===== src/hdl/radial_linear_fog_factor_macros.svh =====
// Assertion macros for the radial linear fog factor block.
// Included by the top level; no other dependencies.
`ifndef RADIAL_LINEAR_FOG_FACTOR_MACROS_SVH
`define RADIAL_LINEAR_FOG_FACTOR_MACROS_SVH
// implication checked on every clock unless in reset
`define RLFF_ASSERT_IMPL(label, clk, rst, ante, cons, msg) \
   label: assert property (@(posedge clk) disable iff (rst) (ante) |-> (cons)) else $error(msg);
// next-cycle implication
`define RLFF_ASSERT_NEXT(label, clk, rst, ante, cons, msg) \
   label: assert property (@(posedge clk) disable iff (rst) (ante) |=> (cons)) else $error(msg);
`endif


===== src/hdl/rlff_queue.sv =====
// Skid queue between front and back end, DEPTH words deep.
// Depends on nothing.
`timescale 1ns / 1ps
`default_nettype none
module rlff_queue #(
   parameter int unsigned WIDTH = 8,
   parameter int unsigned DEPTH = 2
) (
   input  wire logic             clock,
   input  wire logic             reset,
   input  wire logic             in_valid,
   output logic                  in_ready,
   input  wire logic [WIDTH-1:0] in_data,
   output logic                  out_valid,
   input  wire logic             out_ready,
   output logic [WIDTH-1:0]      out_data
);
   localparam int unsigned AB = (DEPTH > 1) ? $clog2(DEPTH) : 1;
   localparam int unsigned CB = $clog2(DEPTH + 1);
   logic [WIDTH-1:0] mem_ff [DEPTH];
   logic [AB-1:0] wp_ff, rp_ff;
   logic [CB-1:0] cnt_ff;
   logic       push, pop;
   assign in_ready  = cnt_ff != CB'(DEPTH);
   assign out_valid = cnt_ff != '0;
   assign out_data  = mem_ff[rp_ff];
   assign push = in_valid && in_ready;
   assign pop  = out_valid && out_ready;
   always_ff @(posedge clock) begin
      if (reset) begin
         wp_ff <= '0;
         rp_ff <= '0;
         cnt_ff <= '0;
      end else begin
         if (push) wp_ff <= (wp_ff == AB'(DEPTH - 1)) ? '0 : wp_ff + AB'(1);
         if (pop) rp_ff <= (rp_ff == AB'(DEPTH - 1)) ? '0 : rp_ff + AB'(1);
         cnt_ff <= cnt_ff + CB'(push) - CB'(pop);
      end
   end
   always_ff @(posedge clock) begin
      if (push) mem_ff[wp_ff] <= in_data;
   end
endmodule
`default_nettype wire


===== config.mk =====
export PLATFORM = sky130hd
export DESIGN_NAME = rlff_queue
export DESIGN_NICKNAME = d
export VERILOG_FILES = /design/src/hdl/radial_linear_fog_factor_macros.svh /design/src/hdl/rlff_queue.sv
export SDC_FILE = /design/constraint.sdc
export NUM_CORES = 1
export LEC_CHECK = 0
export BUFFER_PORTS_ARGS = -buffer_cell sky130_fd_sc_hd__buf_2
export CAP_MARGIN = 20
export CORE_AREA = 10 10 55 57
export DETAILED_ROUTE_END_ITERATION = 12
export DIE_AREA = 0 0 65 67
export HOLD_SLACK_MARGIN = 0.08
export PLACE_DENSITY = 0.66
export SYNTH_ARGS = -nofsm -noshare
export SYNTH_HDL_FRONTEND = slang
export SYNTH_SLANG_ARGS = --single-unit

===== constraint.sdc =====
create_clock -name clock -period 2.4 [get_ports clock]
set_input_delay 0.24 -clock clock [delete_from_list [all_inputs] [get_ports clock]]
set_output_delay 0.24 -clock clock [all_outputs]
set_load 0.005 [all_outputs]

### Word-level counts from Yosys, hierarchy flattened

Memories as Yosys holds them, arrays and structs flattened. A register that Yosys moved wholly into a read port is not among the register bits.
Index checks and enable logic that the tools add are counted.

| storage, ports and cells | value |
|---|---|
| logic and storage cells | 18 |
| memory bits (writable) | 16 |
| memories | 1 |
| output and inout bits | 10 |
| register bits after elaboration | 4 |
| input port bits | 12 |

| operators by class | value |
|---|---|
| equal/unequal tests | 1 |
| reductions and logical operators | 3 |
| $add $sub $neg | 4 |
| multiplexer cells | 6 |

Memory list:

| name | depth | bits a word | rd ports | clocked after Yosys merged registers in | write ports | RTL line | text |
|---|---|---|---|---|---|---|---|
| mem_ff | 2 | 8 | 1 | 1 | 1 | rlff_queue.sv:20 | `logic [WIDTH-1:0] mem_ff [DEPTH];` |

Operators by type and width:

| cell | number |
|---|---|
| 1-bit two-way mux | 6 |
| 1-bit adder (second input constant) | 2 |
| 2-bit by 1-bit adder with 2-bit output | 1 |
| 1-bit logical AND | 2 |
| 2-bit != test (second input constant) | 1 |
| 2-bit nonzero test | 1 |
| 2-bit by 1-bit subtractor with 2-bit output | 1 |

### Longest topological paths before layout

| logic depth | value |
|---|---|
| depth in word-level cells | 4 |
| depth in mapped cells | 6 |

### Worst setup path before layout

OpenSTA, ideal clock, no wires.

| timing path | value |
|---|---|
| path type | reg-to-reg |
| start point | register cnt_ff[0] |
| end point | register cnt_ff[1] |
| slack | 0.921 ns |
| period minus slack after synthesis | 1.479 ns |
| data arrival time | 1.353 ns |
| setup time | 0.126 ns |
| cell stages (with the launch flop) | 7 |
| data required time | 2.274 ns |
| cell sequence | dfxtp_1 -> or2_2 -> nor2_1 -> a311oi_1 -> ha_1 -> nor4_1 -> nor3_2 |

| between the ends | value |
|---|---|
| elaborated cells between the ends (all ways) | 6 |
| classes of those cells | add/sub (2); eq/ne (1); reduce/logical (3) |

RTL lines:

| what | RTL line | text |
|---|---|---|
| start: declaration | rlff_queue.sv:22 | `logic [CB-1:0] cnt_ff;` |
| start signal: assignment | rlff_queue.sv:37 | `cnt_ff <= cnt_ff + CB'(push) - CB'(pop);` |
| 2-bit nonzero test | rlff_queue.sv:25 | `assign out_valid = cnt_ff != '0;` |
| named net out_valid | rlff_queue.sv:14 | `output logic out_valid,` |
| 1-bit logical AND | rlff_queue.sv:28 | `assign pop = out_valid && out_ready;` |
| 2-bit by 1-bit subtractor with 2-bit output | rlff_queue.sv:37 |  |

The timed path passes the listed nets, and every way through them passes these cells.
A chain may end at the register's enable or synchronous reset.

==> results.py <==
metrics = {
    "setup_path": {
        "worstPathCellList": "mux2_2 -> buf_2",
        "crit_path_start_kind": "register",
        "critPathKind": "register to output pin",
        "required_ns": 2.16,
        "cp_max_fo": 8,
        "reg2reg_to": "cnt_ff[1]",
        "crit_family": "flip-flops",
        "r2r_cells": 6,
        "end_kind": "output pin",
        "r2r_start": "cnt_ff[0]",
        "r2r_slack_ns": 0.85,
        "arrival_ns": 1.36,
        "path_buf_inv": 1,
        "crit_slowest_cell": "dfxtp_1",
        "crit_path_max_incr_delay_ns": 0.55,
    },
    "synthesis": {
        "avgSynthCellArea_um2": 16.2,
        "synth_area_um2": 841,
        "syn_nets": 65,
        "ys_types": 22,
        "ys_seq_area_share_pct": 69.0,
        "synth_area_leaders": "edfxtp_1 57%, dfxtp_1 12%, mux2_2 11%",
        "yosysTopAreaCellShare_pct": 57.1,
        "synth_cells": 52,
        "yosys.area.top_type": "edfxtp_1",
        "ys_warn_count": 0,
        "ys_ff_latch": 21,
    },
    "power_and_ir_drop": {
        "power_frac_comb_pct": 23.1,
        "p_sw_uw": 217,
        "ir_drop_mv": 0.522,
        "p_leak_uw": 0.000382,
        "swShare_pct": 26.1,
        "sequentialPowerShare_pct": 57.4,
        "p_clk_share_pct": 19.5,
        "p_int_uw": 615,
        "power_density_nw_per_um2": 831,
    },
    "global_routing": {
        "first_global_vias": 534,
        "grt_max_degree": 12,
        "grt_usage_pct": 7.13,
        "grt-ovfl-total": 0,
        "grt_pass1_wl_um": 2440,
        "antenna_found_initial": 0,
    },
    "floorplanning": {
        "fp.dieW_um": 65,
        "initial_utilization_pct": 43.3,
        "dieArea_um2": 4360,
        "die_h_um": 67,
        "core_um2": 1940,
        "row_count": 16,
        "pin_count": 22,
    },
    "timing": {
        "hold_violations": 0,
        "drv_slew": 0,
        "finalCritPeriodShare_pct": 66.8,
        "fin_skew_ns": 0.00176,
        "slew_headroom_pct": 75.8,
        "max_clock_freq_mhz": 623,
        "setup_viol": 0,
        "final.min_clock_period_ns": 1.60,
        "fin_ws_ns": 0.796,
        "tightest_slew_ns": 0.362,
        "finalSetupTns_ns": 0,
        "rsz0062_at_grt": "false",
    },
    "clocking": {
        "cts_buffers": 3,
        "clock_latency_ns": 0.29,
        "ctsRootBufferMaster": "clkbuf_4",
        "cts_resized": 0,
        "clk_pin_slew_ns": 0.11,
        "cts_sinks": 21,
        "ctsHoldBuffers": 0,
        "cts_max_path_buffers": 2,
        "postCtsSetupBuffers": 0,
        "cts_tree": "built",
        "cts_max_level": 1,
    },
    "hold_path": {
        "hold-path-cell-count": 1,
        "hold_class": "input port to register",
        "holdPathEnd": "mem_ff[0][4]",
        "worstHoldStart": "in_data[4]",
    },
    "layout": {
        "drive_gt1_share_pct": 50.0,
        "area_growth_pct": 19.0,
        "insertedDiodeCount": 0,
        "layout.nets": 90,
    },
    "status": {
        "outcome": "finished clean",
    },
    "placement": {
        "place_hpwl_um": 1170,
        "gp_congestion": 0.643,
        "pre_cts_slack_ns": 0.855,
        "port_buffers": 21,
    },
    "route": {
        "post_drt_wl_per_cell_um": 15.1,
        "drt-total-wl_um": 1550,
        "ant_nets": 0,
        "num_vias": 503,
        "drc": 0,
        "drtIter0Drc": 3,
        "firstDrtPassIters": 2,
        "routed_via_density": 4.88,
    },
    "job": {
        "max_cap_viol_count": 0,
    },
}
[power groups by stage]
stage	clock network, uW	registers (uW)	logic [uW]
global placement	0	484	190
global route	185	483	221
floorplan	0	467	135
finish	162	477	192
detailed placement	0	486	197
CTS	172	478	198
[cell families after synthesis]
group / share of synthesized area [%]
xor+xnor: 1.04
fa+ha+maj: 1.49
mux: 10.7
buf+inv: 1.04
compound gates: 5.06
flops: 69.0
simple gates: 11.6
[worst register-to-register path, stage by stage, from the launching register on]
cell      delay (ns)
dfxtp_1         0.37
nand2b_2        0.23
a21oi_1         0.16
a311oi_1        0.06
ha_1            0.21
nor4_1          0.35
nor3_2          0.07
[placed cells by master (no fill, tap or decap), drive strengths merged, types with 2 or more instances in the layout]
cell	count
nor2b	2
edfxtp	16
a21oi	2
clkbuf	4
mux2	8
buf	21
and3	2
dfxtp	5
nor2	3
[stage by stage]
stage                     hold WS, ns  total power [uW]  utilization (%)  instance area (um2)  instances
after detailed placement        0.432               683             50.2                  975         99
after global placement          0.428               674             50.2                  975         99
final                           0.129               831             51.5                 1000        103
after CTS                       0.117               849             51.5                 1000        103
after floorplan                 0.309               603                -                  841         52
after global routing            0.111               889             51.5                 1000        103
[layout make-up]
type                            count  area [um2]
Tap cell                           27        33.8
Sequential cell                    21         581
Fill cell                         167         941
Clock buffer                        4        26.3
Inverter                            1        3.75
Timing Repair Buffer               21         105
Multi-Input combinational cell     29         251
[registers in the layout, indices dropped and copies added (netlist names), named ones only]
register and flops:
cnt_ff 2, wp_ff 1, mem_ff 16, rp_ff 1
[how the worst max path moves through the flow]
stage / end / startpoint / cells past startpoint / slack [ns]
finish: out_data[2] / register / 2 / 0.80
global route: cnt_ff[1] / cnt_ff[0] / 6 / 0.66
CTS: out_data[2] / register / 2 / 0.76
detailed placement: cnt_ff[1] / cnt_ff[0] / 6 / 0.85
global placement: cnt_ff[1] / cnt_ff[1] / 6 / 0.91
floorplan: cnt_ff[1] / cnt_ff[0] / 6 / 0.92
[routing by layer]
metal / vias to the layer above / part of all wire [%] / global-route usage (%)
met5: - / 0 / 0
li1: 245 / - / -
met1: 243 / 40 / 7.31
met4: 0 / 0.51 / 2.41
met3: 2 / 5.7 / 2.84
met2: 13 / 53 / 12.9
[synthesized netlist by cell type]
library cell / number
o21ai_1: 1
or2_2: 1
dfxtp_1: 5
mux2_2: 8
inv_1: 1
buf_2: 1
xor2_1: 1
nor2_1: 3
nand3b_1: 1
nand2b_2: 1
nor3_2: 1
o31a_1: 1
and3_4: 1
nor4_1: 1
a311oi_1: 1
a21oi_1: 2
nor4bb_2: 1
ha_1: 1
and3_2: 1
edfxtp_1: 16
nor2b_1: 2
a21bo_1: 1
No activity file was read; power rests on OpenSTA's default activity.
