File: config.mk
export PLATFORM = sky130hd
export DESIGN_NAME = rlff_divider
export DESIGN_NICKNAME = d
export VERILOG_FILES = /design/src/hdl/radial_linear_fog_factor_macros.svh /design/src/hdl/rlff_pkg.sv /design/src/hdl/rlff_divider.sv
export SDC_FILE = /design/constraint.sdc
export NUM_CORES = 2
export LEC_CHECK = 0
export BUFFER_PORTS_ARGS = -buffer_cell sky130_fd_sc_hd__buf_2
export CAP_MARGIN = 40
export CELL_PAD_IN_SITES_DETAIL_PLACEMENT = 1
export CELL_PAD_IN_SITES_GLOBAL_PLACEMENT = 1
export CORE_ASPECT_RATIO = 1.5
export CORE_MARGIN = 8
export CORE_UTILIZATION = 55
export CTS_BUF_LIST = sky130_fd_sc_hd__clkbuf_16
export CTS_CLUSTER_SIZE = 16
export DETAILED_ROUTE_END_ITERATION = 10
export GPL_ROUTABILITY_DRIVEN = 0
export PLACE_DENSITY_LB_ADDON = 0.1
export SYNTH_ARGS = -nofsm -noshare
export SYNTH_HDL_FRONTEND = slang
export SYNTH_SLANG_ARGS = --single-unit
File: constraint.sdc
create_clock -name clock -period 60.1 [get_ports clock]
set_input_delay 12.02 -clock clock [delete_from_list [all_inputs] [get_ports clock]]
set_output_delay 12.02 -clock clock [all_outputs]
set_load 0.03 [all_outputs]
File: src/hdl/radial_linear_fog_factor_macros.svh
// Assertion macros for the radial linear fog factor block.
// Included by the top level; no other dependencies.
`ifndef RADIAL_LINEAR_FOG_FACTOR_MACROS_SVH
`define RADIAL_LINEAR_FOG_FACTOR_MACROS_SVH
// implication checked on every clock unless in reset
`define RLFF_ASSERT_IMPL(label, clk, rst, ante, cons, msg) \
   label: assert property (@(posedge clk) disable iff (rst) (ante) |-> (cons)) else $error(msg);
// next-cycle implication
`define RLFF_ASSERT_NEXT(label, clk, rst, ante, cons, msg) \
   label: assert property (@(posedge clk) disable iff (rst) (ante) |=> (cons)) else $error(msg);
`endif

File: src/hdl/rlff_pkg.sv
// Shared types and constants for the radial linear fog factor block.
// No dependencies.
`timescale 1ns / 1ps
`default_nettype none
package rlff_pkg;
   localparam int unsigned FRAC_BITS = 8;
   localparam logic [2:0] REG_EYE_X     = 3'd0;
   localparam logic [2:0] REG_EYE_Y     = 3'd1;
   localparam logic [2:0] REG_EYE_Z     = 3'd2;
   localparam logic [2:0] REG_FOG_START = 3'd3;
   localparam logic [2:0] REG_FOG_END   = 3'd4;
   localparam int unsigned CSR_INDEX_BITS = 3;

   // front-end classification carried to the back end
   typedef struct packed {
      logic before_start;  // m < 0
      logic beyond_end;    // m > span
      logic zero_span;     // span == 0
   } class_type;
endpackage
`default_nettype wire

File: src/hdl/rlff_divider.sv
// Back end: pipelined restoring divider forming m * full / span, with output register.
// Depends on rlff_pkg.
`timescale 1ns / 1ps
`default_nettype none
module rlff_divider #(
   parameter int unsigned COORD_BITS = 16,
   parameter int unsigned ALPHA_BITS = 16
) (
   input  wire logic                  clock,
   input  wire logic                  reset,
   input  wire logic                  in_valid,
   output logic                       in_ready,
   input  wire logic [COORD_BITS+rlff_pkg::FRAC_BITS-1:0] m_in,
   input  wire logic [COORD_BITS+rlff_pkg::FRAC_BITS-1:0] span_in,
   input  wire rlff_pkg::class_type   cls_in,
   output logic                       out_valid,
   input  wire logic                  out_ready,
   output logic [ALPHA_BITS-1:0]      alpha
);
   localparam int unsigned WB = COORD_BITS + rlff_pkg::FRAC_BITS;
   localparam int unsigned QB = ALPHA_BITS;   // quotient bits (q <= full)
   localparam int unsigned NB = WB + ALPHA_BITS;
   localparam logic [ALPHA_BITS-1:0] FULL = '1;
   localparam logic [1:0] SEL_DIV  = 2'd0;
   localparam logic [1:0] SEL_ZERO = 2'd1;
   localparam logic [1:0] SEL_FULL = 2'd2;

   logic en;
   // stage 0: numerator m * full
   logic [NB-1:0] num_ff;
   logic [WB-1:0] den_ff [QB+1];
   logic [WB:0]   rem_ff [QB];
   logic [NB-1:0] nsh_ff [QB];
   logic [QB-1:0] q_ff   [QB];
   logic [1:0]    sel_ff [QB+1];
   logic [QB:0]   vld_ff;
   logic [ALPHA_BITS-1:0] out_ff;
   logic out_vld_ff;

   assign en = !out_vld_ff || out_ready;
   assign in_ready = en;

   always_ff @(posedge clock) begin
      if (reset) begin
         vld_ff <= '0;
         out_vld_ff <= 1'b0;
      end else if (en) begin
         vld_ff <= {vld_ff[QB-1:0], in_valid};
         out_vld_ff <= vld_ff[QB];
      end
   end

   always_ff @(posedge clock) begin
      if (en) begin
         num_ff <= NB'(m_in) * NB'(FULL);
         den_ff[0] <= span_in;
         if (cls_in.before_start) sel_ff[0] <= SEL_ZERO;
         else if (cls_in.beyond_end) sel_ff[0] <= SEL_FULL;
         else if (cls_in.zero_span) sel_ff[0] <= SEL_ZERO;
         else sel_ff[0] <= SEL_DIV;
      end
   end

   // quotient fits in QB bits, so the top WB+1 numerator bits start the division
   for (genvar k = 0; k < QB; k++) begin : g_div
      logic [WB:0]   rem_i, cur;
      logic [NB-1:0] n_i;
      logic [QB-1:0] q_i;
      if (k == 0) begin : g_first
         assign rem_i = '0;
         assign n_i   = num_ff;
         assign q_i   = '0;
      end else begin : g_next
         assign rem_i = rem_ff[k-1];
         assign n_i   = nsh_ff[k-1];
         assign q_i   = q_ff[k-1];
      end
      assign cur = (k == 0) ? n_i[NB-1 -: WB+1] : {rem_i[WB-1:0], n_i[NB-1]};
      always_ff @(posedge clock) begin
         if (en) begin
            den_ff[k+1] <= den_ff[k];
            sel_ff[k+1] <= sel_ff[k];
            nsh_ff[k]   <= (k == 0) ? (n_i << (WB + 1)) : (n_i << 1);
            if (cur >= {1'b0, den_ff[k]}) begin
               rem_ff[k] <= cur - {1'b0, den_ff[k]};
               q_ff[k]   <= {q_i[QB-2:0], 1'b1};
            end else begin
               rem_ff[k] <= cur;
               q_ff[k]   <= {q_i[QB-2:0], 1'b0};
            end
         end
      end
   end

   always_ff @(posedge clock) begin
      if (en) begin
         case (sel_ff[QB])
            SEL_ZERO: out_ff <= '0;
            SEL_FULL: out_ff <= FULL;
            default:  out_ff <= q_ff[QB-1];
         endcase
      end
   end

   assign out_valid = out_vld_ff;
   assign alpha = out_ff;
endmodule
`default_nettype wire

; ---- Word-level counts from Yosys, hierarchy flattened
; Memories as Yosys holds them, arrays and structs flattened.
; Index checks and enable logic that the tools add are counted.
[op_classes]
add_sub_neg = 16
mul = 1
n_lt_le_gt_ge = 16
eq_ne = 2
muxes = 151
n_bitwise = 35
n_reduce_logical = 2
[ops]
columns = op, n
row1 = 25-bit by 24-bit greater-or-equal comparator with 1-bit output, 16
row2 = 25-bit two-way mux, 16
row3 = 25-bit by 24-bit subtractor with 25-bit output, 16
row4 = 16-bit two-way mux, 16
row5 = 1-bit two-way mux, 115
row6 = 24-bit by 16-bit multiplier with 40-bit output (second input constant), 1
row7 = 1-bit OR, 35
row8 = 16-bit case mux with 2 select lines, 1
row9 = 2-bit two-way mux, 3
row10 = 2-bit by 1-bit equality test with 1-bit output (second input constant), 1
row11 = 2-bit equality test (second input constant), 1
row12 = 1-bit zero test, 1
row13 = 1-bit logical OR, 1
[word_totals]
ff_bits = 74
ramBits = 1722
inputBits = 55
output_inout_bits = 18
elab_cells = 232
mem_count = 5
[memory_table]
columns = name, words, width, read_ports, rd_clocked_by_memory_dff, write_ports, line_no
row1 = nsh_ff, 16, 39, 15, 0, 16, rlff_divider.sv:33  ; logic [NB-1:0] nsh_ff [QB];
row2 = den_ff, 17, 24, 16, 0, 17, rlff_divider.sv:31  ; logic [WB-1:0] den_ff [QB+1];
row3 = rem_ff, 16, 25, 15, 0, 16, rlff_divider.sv:32  ; logic [WB:0] rem_ff [QB];
row4 = q_ff, 16, 16, 16, 0, 16, rlff_divider.sv:34  ; logic [QB-1:0] q_ff [QB];
row5 = sel_ff, 17, 2, 17, 0, 17, rlff_divider.sv:35  ; logic [1:0] sel_ff [QB+1];

; ---- Longest topological paths before layout
[depth]
depth_word = 7
mapped_depth = 22
ltp_nobuf = 22

; ---- Least setup slack after synthesis
; Ideal clock, no wire load.
[synth_timing]
kind = input to output
startpoint = input port out_ready
endpoint = output port in_ready
arrival_time_ns = 28.827
required_ns = 48.080
path_slack_ns = 19.253
cell_stages = 5
path_buffers = 3
cell_sequence = nor2b_1 clkbuf_1 clkbuf_1 clkinv_1 clkbuf_1
[synth_between]
elab_chain_len = 1
[synth_rtl]
columns = element, line_no
row1 = from (decl), rlff_divider.sv:17  ; input wire logic out_ready,
row2 = 1-bit logical OR, rlff_divider.sv:40  ; assign en = !out_vld_ff || out_ready;
row3 = to (decl), rlff_divider.sv:12  ; output logic in_ready,
; Every way passes these cells.

; ---- Worst setup path in the final report
; Ends and elaborated chain as after synthesis.

==> out/qor.txt <==
=================================================================================
Number of warnings printed during yosys synthesis                               0
Layout area overhead                                                        9.27%
Via count                                                                   42000
Starting density of the core                                                55.4%
Flip-flop and latch count after synthesis                                    1108
Number of global-route vias before repair                                   48500
Number of DRC markers in iteration 0                                         1523
Setup Total Neg Slack                                                        0 ns
Count of max-cap constraint violations                                          0
Number of port buffers                                                         72
Most used standard cell by instance count after synthesis            sky130_fd_sc_hd__edfxtp_1
Number of buffers inserted to repair setup after CTS                            0
Largest fanout of any net on the critical path                                 98
Post-CTS Resized                                                                0
Remaining Overflow, GRT                                                         0
Setup Skew                                                              0.0636 ns
Count of final setup violators                                                  0
Worst setup slack after layout                                           34.92 ns
Register area share after synthesis                                         50.9%
Total number of placement rows                                                154
Share of layout cells above drive strength 1                                9.60%
Final cycle utilization of the critical path                                41.9%
Max Root-Sink Buffers                                                           3
Post-synthesis average cell area                                       11.9 sq um
Required @ worst endpoint                                                48.08 ns
Ranking of synthesized cells by instance count                       sky130_fd_sc_hd__edfxtp_1, sky130_fd_sc_hd__inv_1, sky130_fd_sc_hd__ha_1
Transition at the pin with the smallest max-transition slack              1.08 ns
Pin count of the biggest net entering global routing                          157
Most frequently used flop master after synthesis                     sky130_fd_sc_hd__edfxtp_1
Layout Nets                                                                  6336
Core area                                                            117000 sq um
Antenna Diode Count                                                             0
Net Count, Synth                                                             6218
Worst-skew pair later-pin latency                                         0.75 ns
Total iterations of the first detailed-routing run                              4
Class of the tightest hold or removal check                          flop to flop
Cells after synthesis                                                        5467
Worst hold margin                                                        0.359 ns
Clock tree from TritonCTS                                                     yes
CTS Root Buffer Type                                                 sky130_fd_sc_hd__clkbuf_16
RSZ-0062 raised after global routing                                           no
Overall routed net length                                               163000 um
Die Y                                                                      437 um
Status                                                               finished, final reports clean
Global-route usage over all layers                                          25.2%
Fraction of synthesis flops using an asynchronous set or reset pin             0%
Area of the die                                                      130000 sq um
Share of the synthesized area in the top cell type                          50.3%
CP Launch Type                                                          input pin
Final routed wire length divided by cell count                            22.5 um
Placed cell count                                                            7035
Slew margin rel.                                                            28.1%
Fmax                                                                     39.7 MHz
Global-route wire length before repair                                  255000 um
Final standard cell count with taps included and fillers excluded            7236
Top area cells in the synthesized netlist                            sky130_fd_sc_hd__edfxtp_1, sky130_fd_sc_hd__ha_1, sky130_fd_sc_hd__fa_1, sky130_fd_sc_hd__inv_1, sky130_fd_sc_hd__mux2_2
Register clock-pin slew on the reported worst setup and hold paths        0.06 ns
CP Class                                                             input pin to primary output
Post-synth design cell area                                           65000 sq um
Total clock buffers created by CTS                                            108
Fin. Hold Viols                                                                 0
CTS sink cnt                                                                 1108
Count of unique library cells instantiated by Yosys                            91
Cts-stage hold buffer count                                                     0
Detailed Place HPWL                                                     127000 um
Critical Path Sink Type                                              primary output
Number of enable-type register cells in the synthesized netlist              1089
Via/cell ratio                                                               5.81
Pre-CTS setup slack                                                      34.91 ns
DRC violation count after routing                                               0
Initial antenna violation count                                                 0
Largest area contributor in the netlist                              sky130_fd_sc_hd__edfxtp_1
Final min period                                                         25.18 ns
Width of the die                                                           297 um
I/O pins                                                                       73
H-Tree Depth                                                                    3
Antenna Nets Post-Route                                                         0
Data arrival time of the worst path                                      13.16 ns
Max Slew Vio Count                                                              0
=================================================================================
[final cells by class]
type,instances,area (sq um)
inverter,722,2730
clock buffer,108,2700
clock inverter,93,890
timing repair buffer,117,887
tap,1560,1950
sequential,1108,33100
fill,11900,46300
multi-input combinational,3528,28800
[metrics by stage]
step	util, %	area, sq um
floorplan	-	65000
global route	60.5	71000
CTS	60.5	71000
finish	60.5	71000
detailed placement	57.5	67400
global placement	57.2	67100
[cell usage in the layout, fill, tap and decap left out, types with 74 or more instances in the layout]
cell | netlist | layout
sky130_fd_sc_hd__xnor2_1 | 215 | 215
sky130_fd_sc_hd__edfxtp_1 | 1089 | 1089
sky130_fd_sc_hd__nor2_1 | 286 | 286
sky130_fd_sc_hd__buf_2 | 26 | 74
sky130_fd_sc_hd__clkbuf_16 | 0 | 108
sky130_fd_sc_hd__inv_1 | 721 | 748
sky130_fd_sc_hd__xor2_1 | 116 | 116
sky130_fd_sc_hd__fa_1 | 208 | 208
sky130_fd_sc_hd__a21oi_1 | 409 | 409
sky130_fd_sc_hd__o21ai_0 | 230 | 230
sky130_fd_sc_hd__a21o_1 | 186 | 186
sky130_fd_sc_hd__mux2_2 | 207 | 207
sky130_fd_sc_hd__nand2_1 | 307 | 307
sky130_fd_sc_hd__ha_1 | 488 | 488
[registers in the layout, indices dropped and copies added (netlist names)]
register / flops
den_ff: 384
rem_ff: 360
q_ff: 136
nsh_ff: 120
g_div.n_i: 40
sel_ff: 34
vld_ff: 17
alpha: 16
out_valid: 1
[final timing paths]
check / start / to / slack, ns / depth (start not counted)
min reg2reg: q_ff[1][6]$_DFFE_PP_ / q_ff[1][23]$_DFFE_PP_ / 0.36 / 0
min: q_ff[1][6]$_DFFE_PP_ / q_ff[1][23]$_DFFE_PP_ / 0.36 / 0
max reg2reg: den_ff[0][241]$_DFFE_PN_ / rem_ff[1][70]$_DFFE_PP_ / 55.90 / 12
max: out_ready / in_ready / 34.92 / 4
[cells by family (layout without fill, tap and decap cells)]
kind of cell,after synthesis,count (layout),synth area share [%]
compound gates,1218,1218,12.0
mux,251,251,4.34
simple gates,1032,1032,7.53
flops,1108,1108,50.9
fa+ha+maj,696,696,15.8
buf+inv,831,1040,4.95
xor+xnor,331,331,4.46
[per-layer routing]
layer	GRT usage (%)	vias up	wire, um
li1	-	19800	-
met1	20.7	21000	49200
met2	52.5	716	96500
met3	2.52	503	3470
met4	18.4	0	13500
met5	0	-	0
[worst max-delay path, stage by stage]
cell,delay (ns)
sky130_fd_sc_hd__buf_2,0.10
sky130_fd_sc_hd__nor2b_4,0.07
sky130_fd_sc_hd__inv_8,0.49
sky130_fd_sc_hd__buf_2,0.34
Power is not shown: default switching activity piles up to over one toggle a cycle in this logic, so the estimate is an artifact.
