File: src/hdl/radial_linear_fog_factor_macros.svh
// Assertion macros for the radial linear fog factor block.
// Included by the top level; no other dependencies.
`ifndef RADIAL_LINEAR_FOG_FACTOR_MACROS_SVH
`define RADIAL_LINEAR_FOG_FACTOR_MACROS_SVH
// implication checked on every clock unless in reset
`define RLFF_ASSERT_IMPL(label, clk, rst, ante, cons, msg) \
   label: assert property (@(posedge clk) disable iff (rst) (ante) |-> (cons)) else $error(msg);
// next-cycle implication
`define RLFF_ASSERT_NEXT(label, clk, rst, ante, cons, msg) \
   label: assert property (@(posedge clk) disable iff (rst) (ante) |=> (cons)) else $error(msg);
`endif

File: src/hdl/rlff_pkg.sv
// Shared types and constants for the radial linear fog factor block.
// No dependencies.
`timescale 1ns / 1ps
`default_nettype none
package rlff_pkg;
   localparam int unsigned FRAC_BITS = 8;
   localparam logic [2:0] REG_EYE_X     = 3'd0;
   localparam logic [2:0] REG_EYE_Y     = 3'd1;
   localparam logic [2:0] REG_EYE_Z     = 3'd2;
   localparam logic [2:0] REG_FOG_START = 3'd3;
   localparam logic [2:0] REG_FOG_END   = 3'd4;
   localparam int unsigned CSR_INDEX_BITS = 3;

   // front-end classification carried to the back end
   typedef struct packed {
      logic before_start;  // m < 0
      logic beyond_end;    // m > span
      logic zero_span;     // span == 0
   } class_type;
endpackage
`default_nettype wire

File: src/hdl/rlff_front.sv
// Front end: squared distance, pipelined square root, offset and classification.
// Depends on rlff_pkg.
`timescale 1ns / 1ps
`default_nettype none
module rlff_front #(
   parameter int unsigned COORD_BITS = 16
) (
   input  wire logic                  clock,
   input  wire logic                  reset,
   input  wire logic                  en,
   input  wire logic                  in_valid,
   input  wire logic [COORD_BITS-1:0] pos_x,
   input  wire logic [COORD_BITS-1:0] pos_y,
   input  wire logic [COORD_BITS-1:0] pos_z,
   input  wire logic [COORD_BITS-1:0] eye_x,
   input  wire logic [COORD_BITS-1:0] eye_y,
   input  wire logic [COORD_BITS-1:0] eye_z,
   input  wire logic [COORD_BITS-1:0] fog_start,
   input  wire logic [COORD_BITS-1:0] fog_end,
   output logic                       out_valid,
   output logic [COORD_BITS+rlff_pkg::FRAC_BITS-1:0] m_out,
   output logic [COORD_BITS+rlff_pkg::FRAC_BITS-1:0] span_out,
   output rlff_pkg::class_type        cls_out
);
   localparam int unsigned DB = COORD_BITS + 1;           // diff magnitude bits
   localparam int unsigned SB = 2 * DB + 2;               // sum of squares bits
   localparam int unsigned RB = (SB + 1) / 2 + rlff_pkg::FRAC_BITS; // root bits
   localparam int unsigned NB = 2 * RB;                   // scaled radicand
   localparam int unsigned WB = COORD_BITS + rlff_pkg::FRAC_BITS + 1;
   localparam int unsigned PB = 2;                        // pre-root stages
   localparam int unsigned LAT = PB + RB;

   // stage 1: absolute differences
   logic [DB-1:0] ax_ff, ay_ff, az_ff;
   logic [DB:0]   dx, dy, dz;
   assign dx = {{2{pos_x[COORD_BITS-1]}}, pos_x} - {{2{eye_x[COORD_BITS-1]}}, eye_x};
   assign dy = {{2{pos_y[COORD_BITS-1]}}, pos_y} - {{2{eye_y[COORD_BITS-1]}}, eye_y};
   assign dz = {{2{pos_z[COORD_BITS-1]}}, pos_z} - {{2{eye_z[COORD_BITS-1]}}, eye_z};
   // stage 2: sum of squares
   logic [SB-1:0] d2_ff;
   logic [2*DB-1:0] sx, sy, sz;
   assign sx = ax_ff * ax_ff;
   assign sy = ay_ff * ay_ff;
   assign sz = az_ff * az_ff;

   logic [LAT-1:0] vld_ff;
   always_ff @(posedge clock) begin
      if (reset) begin
         vld_ff <= '0;
      end else if (en) begin
         vld_ff <= {vld_ff[LAT-2:0], in_valid};
      end
   end

   always_ff @(posedge clock) begin
      if (en) begin
         ax_ff <= dx[DB] ? DB'(-dx) : dx[DB-1:0];
         ay_ff <= dy[DB] ? DB'(-dy) : dy[DB-1:0];
         az_ff <= dz[DB] ? DB'(-dz) : dz[DB-1:0];
         d2_ff <= SB'(sx) + SB'(sy) + SB'(sz);
      end
   end

   // restoring square root, one result bit per stage
   logic [NB-1:0]   rad_ff  [RB];
   logic [RB+1:0]   rem_ff  [RB];
   logic [RB-1:0]   root_ff [RB];
   logic [COORD_BITS-1:0] st_ff [RB];
   logic [COORD_BITS-1:0] en_ff [RB];

   for (genvar k = 0; k < RB; k++) begin : g_root
      logic [NB-1:0] rad_i;
      logic [RB+1:0] rem_i;
      logic [RB-1:0] root_i;
      logic [COORD_BITS-1:0] st_i, en_i;
      logic [RB+1:0] cur, trial;
      if (k == 0) begin : g_first
         assign rad_i  = NB'(d2_ff) << (2 * rlff_pkg::FRAC_BITS);
         assign rem_i  = '0;
         assign root_i = '0;
         assign st_i   = fog_start;
         assign en_i   = fog_end;
      end else begin : g_next
         assign rad_i  = rad_ff[k-1];
         assign rem_i  = rem_ff[k-1];
         assign root_i = root_ff[k-1];
         assign st_i   = st_ff[k-1];
         assign en_i   = en_ff[k-1];
      end
      assign cur   = {rem_i[RB-1:0], rad_i[NB-1 -: 2]};
      assign trial = {root_i, 2'b01};
      always_ff @(posedge clock) begin
         if (en) begin
            rad_ff[k] <= rad_i << 2;
            st_ff[k]  <= st_i;
            en_ff[k]  <= en_i;
            if (cur >= trial) begin
               rem_ff[k]  <= cur - trial;
               root_ff[k] <= {root_i[RB-2:0], 1'b1};
            end else begin
               rem_ff[k]  <= cur;
               root_ff[k] <= {root_i[RB-2:0], 1'b0};
            end
         end
      end
   end

   // offset and classification, combinational on the last root stage
   logic [RB+1:0] len_w, s_w, m_w;
   logic [WB:0]   sp_w;
   assign len_w = (RB+2)'(root_ff[RB-1]);
   assign s_w   = (RB+2)'({st_ff[RB-1], {rlff_pkg::FRAC_BITS{1'b0}}});
   assign m_w   = len_w - s_w;
   assign sp_w  = {1'b0, en_ff[RB-1], {rlff_pkg::FRAC_BITS{1'b0}}}
                - {1'b0, st_ff[RB-1], {rlff_pkg::FRAC_BITS{1'b0}}};

   assign out_valid = vld_ff[LAT-1];
   assign cls_out.before_start = len_w < s_w;
   assign cls_out.zero_span    = sp_w == '0;
   assign cls_out.beyond_end   = !(len_w < s_w)
      && (sp_w[WB] || (m_w > (RB+2)'(sp_w[WB-1:0])));
   // only read when 0 <= m <= span, so both fit WB-1 bits
   assign m_out    = m_w[WB-2:0];
   assign span_out = sp_w[WB-2:0];
endmodule
`default_nettype wire

File: config.mk
export PLATFORM = sky130hd
export DESIGN_NAME = rlff_front
export DESIGN_NICKNAME = d
export VERILOG_FILES = /design/src/hdl/radial_linear_fog_factor_macros.svh /design/src/hdl/rlff_pkg.sv /design/src/hdl/rlff_front.sv
export SDC_FILE = /design/constraint.sdc
export NUM_CORES = 2
export LEC_CHECK = 0
export BUFFER_PORTS_ARGS = -buffer_cell sky130_fd_sc_hd__buf_2
export CORE_MARGIN = 2
export CORE_UTILIZATION = 52
export CTS_CLUSTER_DIAMETER = 30
export CTS_CLUSTER_SIZE = 30
export DETAILED_ROUTE_END_ITERATION = 12
export PLACE_DENSITY = 0.68
export SETUP_SLACK_MARGIN = 0.15
export SYNTH_ARGS = -nofsm -noshare
export SYNTH_HDL_FRONTEND = slang
export SYNTH_SLANG_ARGS = --single-unit
File: constraint.sdc
create_clock -name clock -period 8.7 [get_ports clock]
set_input_delay 0.87 -clock clock [delete_from_list [all_inputs] [get_ports clock]]
set_output_delay 0.87 -clock clock [all_outputs]
set_load 0.01 [all_outputs]
; Word level (Yosys, flattened, before mapping)
; Memories as Yosys holds them, arrays and structs flattened.
; Index checks and enable logic that the tools add are counted.
[totals]
reg_bits = 115
mem_bits_rw = 3536
input_bits = 132
output_inout_bits = 52
wordCells = 346
n_memories = 5
[mem_list]
columns = memory, words, width, read_ports, rd_clocked_by_memory_dff, wr, line_no
row1 = rad_ff, 26, 50, 25, 0, 26, rlff_front.sv:65  ; logic [NB-1:0] rad_ff [RB];
row2 = rem_ff, 26, 28, 25, 0, 26, rlff_front.sv:66  ; logic [RB+1:0] rem_ff [RB];
row3 = root_ff, 26, 26, 26, 0, 26, rlff_front.sv:67  ; logic [RB-1:0] root_ff [RB];
row4 = en_ff, 26, 16, 26, 0, 26, rlff_front.sv:69  ; logic [COORD_BITS-1:0] en_ff [RB];
row5 = st_ff, 26, 16, 26, 0, 26, rlff_front.sv:68  ; logic [COORD_BITS-1:0] st_ff [RB];
[op_classes]
addsub = 36
mul = 3
order_cmp = 28
n_mux = 213
bitwise_logic = 52
reduce_logical = 4
[op_table]
columns = op, count
row1 = $mux W28, 26
row2 = $ge A28 B28 Y1, 25
row3 = $sub A28 B28 Y28, 25
row4 = $mux W26, 26
row5 = $mux W1, 158
row6 = $mul A17 B17 Y34, 3
row7 = $or A1 B1 Y1, 52
row8 = $mux W17, 3
row9 = $neg A17 Y17, 3
row10 = $sub A16 B16 Y17, 3
row11 = $add A35 B34 Y36, 1
row12 = $add A34 B34 Y35, 1
row13 = $gt A28 B25 Y1, 1
row14 = $sub A26 B24 Y27, 1
row15 = $logic_not A26 Y1, 1
row16 = $lt A26 B24 Y1, 1
row17 = $sub A24 B24 Y25, 1
row18 = $sub A2 B1 Y3 const B, 1
row19 = $ge A2 B1 Y1 const B, 1
row20 = $logic_and A1 B1 Y1, 1
row21 = $logic_not A1 Y1, 1
row22 = $logic_or A1 B1 Y1, 1

; Longest topological paths before layout
; An unclocked memory read counts as a cell.
[depth]
depth_word = 6
depth_mapped = 31

; Worst setup path before layout
; Ideal clock, no wire load.
[synth_timing]
path_kind = reg2reg
startpoint = register ax_ff[5]
endpoint = register d2_ff[33], data pin
setup_ns = 0.259
t_arrival_ns = 7.636
t_required_ns = 8.441
setup_slack_ns = 0.805
stages_incl_launch_ff = 29
path_buffers = 1
synth_period_minus_slack_ns = 7.895
path_cell_list = edfxtp_1 clkbuf_1 nand2_1 fa_1 inv_1 fa_1 inv_1 fa_1 inv_1 fa_1 inv_1 fa_1 inv_1 fa_1 fa_1 fa_1 inv_1 fa_1 inv_1 ha_1 and2_1 a221o_1 a21o_1 a2111oi_0 o21ai_0 a21oi_1 o21bai_1 a21oi_1 xnor2_1
[synth_via]
elab_chain_len = 3
[synth_lines]
columns = item, line_no
row1 = start: declaration, rlff_front.sv:34  ; logic [DB-1:0] ax_ff, ay_ff, az_ff;
row2 = start signal: assignment, rlff_front.sv:57  ; ax_ff <= dx[DB] ? DB'(-dx) : dx[DB-1:0];
row3 = $mul A17 B17 Y34, rlff_front.sv:42  ; assign sx = ax_ff * ax_ff;
row4 = $add A34 B34 Y35, rlff_front.sv:60  ; d2_ff <= SB'(sx) + SB'(sy) + SB'(sz);
row5 = $add A35 B34 Y36, rlff_front.sv:60
row6 = end signal: assignment, rlff_front.sv:60
row7 = end: declaration, rlff_front.sv:40  ; logic [SB-1:0] d2_ff;
; Every way passes these cells.
; A chain may end at the register's enable or synchronous reset.

; Final worst setup path
[layout_timing]
startpoint = register ax_ff[7]
endpoint = register d2_ff[33], data pin
; Same word-level chain as after synthesis.

==> summary.md <==
| Metric | Value |
|---|---|
| Status | `completed` |
| Chip Height | `490 um` |
| Max Clk Rate | `122 MHz` |
| Ys Warns | `0` |
| Register bit count reported by yosys | `2212` |
| RSZ-0062 raised after global routing | `false` |
| Area Growth Syn to Fin | `15.5%` |
| Core outline area | `235000 um2` |
| Library cells used by synthesis | `89` |
| # H-tree levels | `5` |
| Final Worst Setup Slack | `537 ps` |
| Worst-path clk slew | `50 ps` |
| Minimum clock period after layout | `8160 ps` |
| Period utilization | `93.8%` |
| CP Class | `flip-flop to flip-flop` |
| Pins Over Slew Limit | `0` |
| CTS buffer count | `409` |
| HPWL after detailed placement | `182000 um` |
| Critical path data required time | `9410 ps` |
| Drt pass-1 iters | `6` |
| Worst path most repeated cell | `fa_1` |
| Final core utilization | `60.4%` |
| Top cell type by total area after synthesis | `edfxtp_1` |
| FF-to-FF Start | `ax_ff[7]` |
| Predominant post-synthesis flop cell | `edfxtp_1` |
| Share of cells above drive strength 1 | `11.0%` |
| Antenna viol nets, final | `0` |
| Final setup fails | `0` |
| Clk_skew | `91.7 ps` |
| Dpl ws | `373 ps` |
| Largest cells by area after synthesis | `edfxtp_1 53%, fa_1 12%, ha_1 7.8%` |
| Clock sinks | `2212` |
| Routability cong. | `0.897` |
| Worst hold endpoint | `st_ff[0][6]` |
| Mapped Cells | `9673` |
| Final hold vios | `0` |
| Top cells by count, synth | `2183 x edfxtp_1, 1553 x inv_1, 766 x ha_1` |
| Sequential area share after synthesis | `53.9%` |
| Fillers | `18144` |
| Initial Utilization | `52.2%` |
| Global route overflow | `0` |
| Clock root cell | `clkbuf_16` |
| Port Buffers | `175` |
| WL per Instance | `17.9 um` |
| CP Max Fanout | `8` |
| Top cell type's share of synthesized area | `53.4%` |
| Row cnt | `178` |
| Setup crit start kind | `flip-flop` |
| Critical-path top delay cell | `fa_1` |
| CP max stage delay | `550 ps` |
| Worst R2R Path Depth | `29` |
| Worst path arrival time | `8880 ps` |
| Max-slew headroom | `22.2%` |
| GRT Overall Usage | `20.9%` |
| Count leader, synth | `edfxtp_1` |
| Actual slew at the worst max-slew pin | `1160 ps` |
| Largest net degree at the start of global routing | `210` |
| Worst hold slack | `80.5 ps` |
| Clock Tree Buf Depth | `4` |
| Reg2reg end | `d2_ff[33]` |
| Avg Inst Size Synth | `12.7 um2` |
| Total die area | `240000 um2` |
| TNS Setup | `0 ps` |
| Final #Nets | `11830` |
| # DRC | `0` |
| Hold Crit Class | `primary input to flip-flop` |
| Worst hold path cell count | `1` |
| Vias/cell | `5.28` |
| Die W | `490 um` |
| Drt total wl | `246000 um` |
| First-pass GRT wire length | `398000 um` |
| R2R setup slack | `540 ps` |
| Vias post-DR | `72304` |
| Vias in the first global route | `75642` |
| Worst Setup End Kind | `flip-flop` |
| Later-pin clock latency in the skew report | `980 ps` |
| Area of the mapped netlist | `123000 um2` |
| Initial antenna violation count | `2` |
| CTS tree | `built` |
| Hold path startpoint | `fog_start[6]` |
| Num ports | `184` |
| Asr flop ratio synth | `0%` |
| Max-cap violations | `0` |
| Number of flops mapped to enable cells by yosys | `2183` |
| Iter 0 DRT Violations | `4494` |
==> cell type report <==
class	instances	area, um2	area share, %
Timing Repair Buffer	322	2070	1.46
Clock inverter	278	3170	2.24
Clock buffer	464	10600	7.50
Sequential cell	2212	66100	46.6
Multi-Input combinational cell	5717	50000	35.3
Antenna cell	1	2.50	0.00176
Tap cell	3150	3940	2.78
Inverter	1553	5830	4.11
==> timing repair <==
| item | 4_1_cts | 5_1_grt |
|---|---|---|
| setup endpoints to repair | 0 | 7 |
| setup buffers | 0 | 16 |
| gates resized for setup | 0 | 5 |
| hold endpoints to repair | 9 | 0 |
| hold buffers | 9 | 0 |
==> sequential cells by signal, indices dropped and copies added, names as in the netlist, 28 cells and up <==
signal and cells:
rem_ff 608, vld_ff 28, root_ff 351, d2_ff 36, en_ff 416, st_ff 416, rad_ff 306
==> worst max-delay path: cells and delay by family (launching register included) <==
| kind | cells | cell delay, ps |
|---|---|---|
| buffers and inverters | 9 | 820 |
| xor gates and xnor gates | 1 | 80 |
| AOI/OAI and AO/OA | 6 | 1200 |
| and+or+nand+nor | 3 | 490 |
| DFF | 1 | 510 |
| adders and majority gates | 10 | 4800 |
==> per-stage QoR <==
step	area, um2	cells
finish	142000	13697
CTS	142000	13679
detailed placement	128000	12928
floorplan	123000	9680
global placement	128000	12928
global route	142000	13697
==> layout by cell type, fill, tap and decap left out, types with 45 or more instances in the layout <==
cell / instances
a21oi_1: 361
edfxtp_1: 2183
xor2_1: 282
a211oi_1: 53
bufinv_16: 53
nor2b_1: 77
nand4_1: 55
buf_2: 174
nor3_1: 177
nor4_1: 90
nand2b_1: 73
or3_1: 56
mux2_2: 90
clkinv_2: 55
ha_1: 766
o21bai_1: 45
nand3_1: 119
xnor2_1: 319
buf_4: 133
fa_1: 717
and2_1: 235
nor2_1: 417
o21a_1: 104
clkbuf_16: 416
o21ai_0: 345
or2_2: 49
nand2_1: 617
mux2i_1: 48
a21o_1: 157
inv_1: 1552
==> how the worst max path moves through the flow <==
stage | startpoint | to | slack [ps] | cells past startpoint
2_1_floorplan | ax_ff[5] | d2_ff[33] | 810 | 28
3_3_place_gp | ax_ff[6] | d2_ff[32] | 400 | 30
3_5_place_dp | ax_ff[6] | d2_ff[32] | 370 | 30
4_1_cts | ax_ff[6] | d2_ff[32] | 360 | 30
5_1_grt | ax_ff[11] | d2_ff[33] | 150 | 28
6_report | ax_ff[7] | d2_ff[33] | 540 | 29
==> cell families after synthesis <==
family | Yosys count | synth area share, %
DFF | 2212 | 53.9
and+or+nand+nor | 2140 | 8.74
buffers and inverters | 1751 | 5.43
adders and majority gates | 1483 | 19.5
AOI/OAI and AO/OA | 1347 | 6.96
xor gates and xnor gates | 601 | 4.29
muxes | 138 | 1.22
other | 1 | 0.00305
==> routing by layer <==
layer / track usage (%) / share of wire [%] / up-vias
met4: 8.36 / 3.5 / 0
met1: 27.0 / 43 / 35381
li1: - / - / 34737
met2: 35.6 / 50 / 1660
met3: 2.88 / 4.0 / 526
met5: 0 / 0 / -
Power is left out: the tool's default activity adds up to more than one toggle a clock period on the data nets, which glitch-free logic cannot reach.
